## config.mk

```make
export PLATFORM = sky130hd
export DESIGN_NAME = evt_ctrl
export DESIGN_NICKNAME = d
export VERILOG_FILES = /design/src/evt_pkg.sv /design/src/evt_ctrl.sv
export SDC_FILE = /design/constraint.sdc
export NUM_CORES = 1
export LEC_CHECK = 0
export BUFFER_PORTS_ARGS = -buffer_cell sky130_fd_sc_hd__buf_2
export CAP_MARGIN = 20
export CORE_UTILIZATION = 50
export DETAILED_ROUTE_END_ITERATION = 16
export GPL_TIMING_DRIVEN = 0
export PLACE_DENSITY = 0.75
export SETUP_SLACK_MARGIN = 0.2
export SLEW_MARGIN = 20
export SYNTH_ARGS = -nofsm -noshare
export SYNTH_HDL_FRONTEND = slang
export SYNTH_SLANG_ARGS = --single-unit
```

## constraint.sdc

```tcl
create_clock -name clk -period 2.1 [get_ports clk]
set_input_delay 0.21 -clock clk [delete_from_list [all_inputs] [get_ports clk]]
set_output_delay 0.21 -clock clk [all_outputs]
set_load 0.005 [all_outputs]
```

## src/evt_pkg.sv

```systemverilog
// Shared types and constants of the eased value transition block.
// Holds the controller/datapath command and status structs and helpers.
// Depends on nothing.
package evt_pkg;

  localparam int CFG_IDX_W  = 3;
  localparam int CFG_DATA_W = 20;
  localparam int VAL_W      = 26;
  localparam int PT_W       = 36;
  localparam int TOL        = 429;

  typedef enum logic [CFG_IDX_W-1:0] {
    CFG_DURATION = 3'd0,
    CFG_X1       = 3'd1,
    CFG_Y1       = 3'd2,
    CFG_X2       = 3'd3,
    CFG_Y2       = 3'd4
  } cfg_idx_t;

  typedef struct packed {
    logic load_in;
    logic decide;
    logic div_step;
    logic bis_init;
    logic bis_a;
    logic bis_b;
    logic mul_lo;
    logic mul_hi;
    logic final_add;
    logic out_load;
  } dp_cmd_t;

  typedef struct packed {
    logic need_ease;
    logic div_last;
    logic bis_done;
  } dp_sts_t;

  // Floor of half of a grown sum, back to the curve point width.
  function automatic logic signed [PT_W-1:0] half_floor(input logic signed [PT_W:0] s);
    logic signed [PT_W:0] h;
    h = s >>> 1;
    return h[PT_W-1:0];
  endfunction

endpackage

```

## src/evt_ctrl.sv

```systemverilog
// Controller state machine of the eased value transition block.
// Sequences the datapath and owns the request handshakes; uses evt_pkg.
module evt_ctrl (
  input  logic            clk,
  input  logic            rst,
  input  logic            in_valid,
  output logic            in_stall,
  output logic            out_valid,
  input  logic            out_stall,
  output evt_pkg::dp_cmd_t cmd,
  input  evt_pkg::dp_sts_t sts
);
  import evt_pkg::*;

  typedef enum logic [9:0] {
    S_IDLE   = 10'b0000000001,
    S_DECIDE = 10'b0000000010,
    S_DIV    = 10'b0000000100,
    S_BINIT  = 10'b0000001000,
    S_BA     = 10'b0000010000,
    S_BB     = 10'b0000100000,
    S_MLO    = 10'b0001000000,
    S_MHI    = 10'b0010000000,
    S_FINAL  = 10'b0100000000,
    S_OUT    = 10'b1000000000
  } state_t;

  state_t state, state_next;
  logic   out_free;

  assign in_stall = (state != S_IDLE);
  assign out_free = !out_valid || !out_stall;

  always_comb begin
    state_next = state;
    cmd = '0;
    case (state)
      S_IDLE: begin
        if (in_valid) begin
          cmd.load_in = 1'b1;
          state_next = S_DECIDE;
        end
      end
      S_DECIDE: begin
        cmd.decide = 1'b1;
        state_next = sts.need_ease ? S_DIV : S_OUT;
      end
      S_DIV: begin
        cmd.div_step = 1'b1;
        if (sts.div_last) state_next = S_BINIT;
      end
      S_BINIT: begin
        cmd.bis_init = 1'b1;
        state_next = S_BA;
      end
      S_BA: begin
        cmd.bis_a = 1'b1;
        state_next = S_BB;
      end
      S_BB: begin
        cmd.bis_b = 1'b1;
        state_next = sts.bis_done ? S_MLO : S_BA;
      end
      S_MLO: begin
        cmd.mul_lo = 1'b1;
        state_next = S_MHI;
      end
      S_MHI: begin
        cmd.mul_hi = 1'b1;
        state_next = S_FINAL;
      end
      S_FINAL: begin
        cmd.final_add = 1'b1;
        state_next = S_OUT;
      end
      S_OUT: begin
        if (out_free) begin
          cmd.out_load = 1'b1;
          state_next = S_IDLE;
        end
      end
      default: state_next = S_IDLE;
    endcase
  end

  always_ff @(posedge clk) begin
    if (rst) begin
      state <= S_IDLE;
      out_valid <= 1'b0;
    end else begin
      state <= state_next;
      if (cmd.out_load) out_valid <= 1'b1;
      else if (!out_stall) out_valid <= 1'b0;
    end
  end

endmodule

```

## Yosys cells after proc, flatten, opt, wreduce, memory -nomap -nowiden

Index checks and enable logic that the tools add are counted.

| storage, ports and cells | value |
|---|---|
| flip-flop bits (word level) | 11 |
| output and inout bits | 12 |

| cells by class | value |
|---|---|
| equality and inequality tests | 15 |
| muxes and demuxes | 20 |
| reductions and logical operators | 4 |

Operator list:

| kind | number |
|---|---|
| 10-bit case mux with 10 select lines | 1 |
| 10-bit two-way mux | 4 |
| 1-bit two-way mux | 14 |
| 10-bit by 1-bit == test with 1-bit output (second input constant) | 1 |
| 10-bit == test (second input constant) | 1 |
| 10-bit by 2-bit == test with 1-bit output (second input constant) | 1 |
| 10-bit by 3-bit == test with 1-bit output (second input constant) | 1 |
| 10-bit by 4-bit == test with 1-bit output (second input constant) | 1 |
| 10-bit by 5-bit == test with 1-bit output (second input constant) | 1 |
| 10-bit by 6-bit == test with 1-bit output (second input constant) | 1 |
| 10-bit by 7-bit == test with 1-bit output (second input constant) | 1 |
| 10-bit by 8-bit == test with 1-bit output (second input constant) | 1 |
| 10-bit by 9-bit == test with 1-bit output (second input constant) | 1 |
| 10-bit by 1-bit != test with 1-bit output (second input constant) | 1 |
| 7-bit two-way mux | 1 |
| 2-bit != test (second input constant) | 3 |
| 3-bit AND reduction | 1 |
| 1-bit logical NOT | 2 |
| 2-bit by 1-bit != test with 1-bit output (second input constant) | 1 |
| 1-bit logical OR | 1 |

## Longest topological paths before layout

| logic depth | value |
|---|---|
| depth in word-level cells | 5 |
| depth in mapped cells | 5 |

## Least setup slack after synthesis

No wires, ideal clock.

| timing | value |
|---|---|
| path type | reg-to-reg |
| from | reg state[5] |
| to | reg state[4] |
| library setup time | 0.115 ns |
| arrival time | 1.728 ns |
| slack | 0.258 ns |
| stages on the path, launching flop included | 6 |
| buffers on the path | 1 |
| period minus slack after synthesis | 1.842 ns |
| cells stage by stage | dfxtp_1 > buf_6 > or4_4 > or2_4 > o41ai_4 > o21ba_1 |

| on the way | value |
|---|---|
| longest elaborated chain between the ends | 3 |
| elaborated cells between the ends (all ways) | 15 |
| those cells by class | 13 x eq/ne; 1 x mux; 1 x reduce/logical |

RTL lines:

| what | RTL line | text |
|---|---|---|
| from (decl) | evt_ctrl.sv:28 | `state_t state, state_next;` |
| from (signal assigned) | evt_ctrl.sv:91 | `state <= state_next;` |
| 10-bit == test (tied with other cells) | evt_ctrl.sv:37 | `case (state)` |
| 2-bit != test (no line) | n/a |  |
| 3-bit AND reduction (no line) | n/a |  |

Parallel ways exist; a longest one is shown, timed or not.
A chain may end at the register's enable or synchronous reset.

==> summary.md <==
| Metric | Value |
|---|---|
| Fraction of layout cells with a size suffix above 1 | 52.2% |
| Vias in the first global route | 681 |
| Rows | 13 |
| Min Clock Period, post-route | 2.10 ns |
| First-pass detailed-route iteration total | 4 |
| GRT overflow | 0 |
| Worst slack, placed | 0.0811 ns |
| Critical path arrival | 1.89 ns |
| Syn_area_per_cell | 7.76 um^2 |
| Filler Cell Count | 57 |
| CP required | 1.89 ns |
| Internal | 0.608 mW |
| Unique masters post-synth | 37 |
| Core Box Area | 1330 um^2 |
| Area grow syn2layout | 67.6% |
| Chip height | 40.2 um |
| Clock skew | 0.000900 ns |
| Register area share after synthesis | 30.2% |
| Gpl congestion | 0.772 |
| Final worst-path cycle share | 100% |
| Initial antenna violation count | 0 |
| CTS tree | built |
| Clock root buffer | clkbuf_4 |
| DRC errors left | 0 |
| Ys Warns | 0 |
| Hold-fix buffers, CTS | 0 |
| Setup violations, final | 1 |
| P_leak | 0.598 nW |
| Post-synth net total | 101 |
| Hold Vio Cnt, Final | 0 |
| Placed inst area | 838 um^2 |
| Initial DRC count | 28 |
| # Max-Cap Violations | 0 |
| Die Wd | 40.2 um |
| Crit. End Element | output pin |
| Total CTS buffers | 3 |
| Port Buffers | 18 |
| Crit path max fanout | 7 |
| Yosys reg bits | 11 |
| Routed Antenna Nets | 0 |
| Synth Cell Area | 729 um^2 |
| Post-Place Cells | 127 |
| TritonCTS Sinks | 11 |
| Psw | 0.400 mW |
| Design Area, Final | 1220 um^2 |
| First-pass GRT wire length | 2.94 mm |
| Setup slack after layout | -0.000958 ns |
| Top delay family on crit path | simple AND/OR/NAND/NOR gates |
| Sw Ratio | 39.7% |
| CTS Buffer Depth | 2 |
| Failing checks | negative setup slack |
| Io pins | 19 |
| H-tree depth | 1 |
| Slew Viols, Final | 0 |
| Flop pwr share | 26.9% |
| Final Net Count | 146 |
| Critical path, cell by cell | or4_4, or2_4, and4bb_2, buf_2 |
| Relative slew slack | 69.3% |
| Vias/cell | 6.01 |
| Comb pwr share | 58.0% |
| Startpoint class of the critical path | flop |
| Via count | 919 |
| Worst hold slack | 0.192 ns |
| Worst path bufs/invs | 1 |
| RSZ-0062 raised after global routing | yes |
| Antenna diodes | 0 |
| Fmax | 476 MHz |
| Synth Instances | 94 |
| Clock Power Share | 15.2% |
| Starting Density | 54.7% |
| Clock slew at reported path FFs | 0.07 ns |
| Die area | 1620 um^2 |
| Dpl hpwl | 1.25 mm |
| Cell Pwr Density | 825 nW/um^2 |
| CP max stage delay | 0.56 ns |
| Worst min path class | primary input to flop |
| Final wirelength | 2.65 mm |
| Outcome | complete, but fails checks |
| DR WL/cell | 17.3 um |
| Worst-Skew Late Latency | 0.28 ns |
| Largest net degree at the start of global routing | 11 |
| Critical path class | flop to output pin |
| Crit-path slowest cell | or4_4 |
| Post-Layout Cell Count | 153 |
| Peak supply drop | 947 uV |
| Total Neg Setup Slack | -0.000958 ns |
| Worst Max-Slew Pin Slew | 0.457 ns |
| All-Layer GR Usage | 28.5% |
## repair_timing
action | 4_1_cts | 5_1_grt
setup endpoints to repair | 17 | 17
endpoints found under the hold margin | 0 | 0
pin swaps | 8 | 10
resized for setup | 20 | 25
setup buffers | 11 | 11
## cell type report
type,count,area [um^2],area share (%)
clock buffers,4,26.3,2.15
repair buffers,40,298,24.4
flip-flops and latches,11,228,18.6
well taps,15,18.8,1.54
inverters,8,30.0,2.46
multi-input cells,70,572,46.8
plain buffers,5,50.0,4.09
## logic make-up (layout without fill, tap and decap cells)
group                  after synthesis  after routing  synth area share [%]
AO/OA/AOI/OAI                       18             18                  20.1
XOR/XNOR                             2              2                  2.40
buffers and inverters               13             57                  7.72
flip-flops                          11             11                  30.2
AND/OR/NAND/NOR                     50             50                  39.6
## power groups by stage
stage	combinational, mW	sequential, mW	clock (mW)
after global routing	0.616	0.272	0.170
after CTS	0.416	0.267	0.151
after global placement	0.297	0.266	0
final	0.585	0.271	0.153
after detailed placement	0.302	0.268	0
after floorplan	0.229	0.261	0
## cell usage in the layout, fill, tap and decap left out, types with 3 or more instances in the layout
master | Yosys | routed
clkbuf_4 | 0 | 3
o21ai_0 | 4 | 4
buf_2 | 0 | 18
nor3_4 | 0 | 3
buf_4 | 0 | 14
nand2_1 | 5 | 5
dfxtp_1 | 11 | 7
inv_1 | 8 | 8
a21oi_1 | 4 | 3
nor3_1 | 6 | 3
nor2_1 | 15 | 13
dfxtp_2 | 0 | 3
nand3_2 | 0 | 3
buf_6 | 1 | 7
## per-layer routing
metal	routed length (um)	track usage, %	vias to the layer above
met1	1090	31.9	443
met2	1380	47.6	47
met3	154	8.33	4
met5	0	0	-
li1	-	-	425
met4	24	16.7	0
## per-stage QoR
stage,util (%),total power [mW]
floorplan,-,0.490
global placement,62.9,0.563
detailed placement,62.9,0.570
CTS,76.9,0.834
global route,91.7,1.06
finish,91.7,1.01
## flip-flops by register name, indices dropped and copies added, names as in the netlist
name,cells
state,10
out_valid,1
## cells in the mapped netlist (all sizes together)
cell type   n  area share [%]
nor2       15             7.7
dfxtp      11              30
inv         8             4.1
nor3        6             4.1
nand2       5             2.6
a21oi       4             2.7
clkbuf      4             2.1
nand3       4             2.7
o21ai       4             2.7
nor4        3             2.6
and2b       2             2.1
nand4b      2             2.4
nor3b       2             2.1
or2         2             2.1
or4         2             2.6
a211oi      1             1.0
a2bb2oi     1             1.2
a41oi       1             1.2
and3        1            0.86
and4b       1             1.4
and4bb      1             1.7
buf         1             1.5
nand4       1            0.86
nor2b       1            0.86
nor4b       1             2.1
o211a       1             1.4
o211ai      1             1.0
o21ba       1             1.4
o311a       1             1.4
o311ai      1             1.2
o31ai       1             1.0
o41ai       1             3.8
or2b        1             1.0
xnor2       1             1.2
xor2        1             1.2
## path summary, 6_finish.rpt
| path | startpoint | end | slack (ns) | cells after the start |
|---|---|---|---|---|
| max | state[4] | cmd[6] | -0.001 | 4 |
| min | rst | out_valid | 0.19 | 2 |
| max reg2reg | state[4] | state[4] | 0.02 | 6 |
| min reg2reg | out_valid | out_valid | 0.52 | 2 |
(Power assumes the default switching activity.)
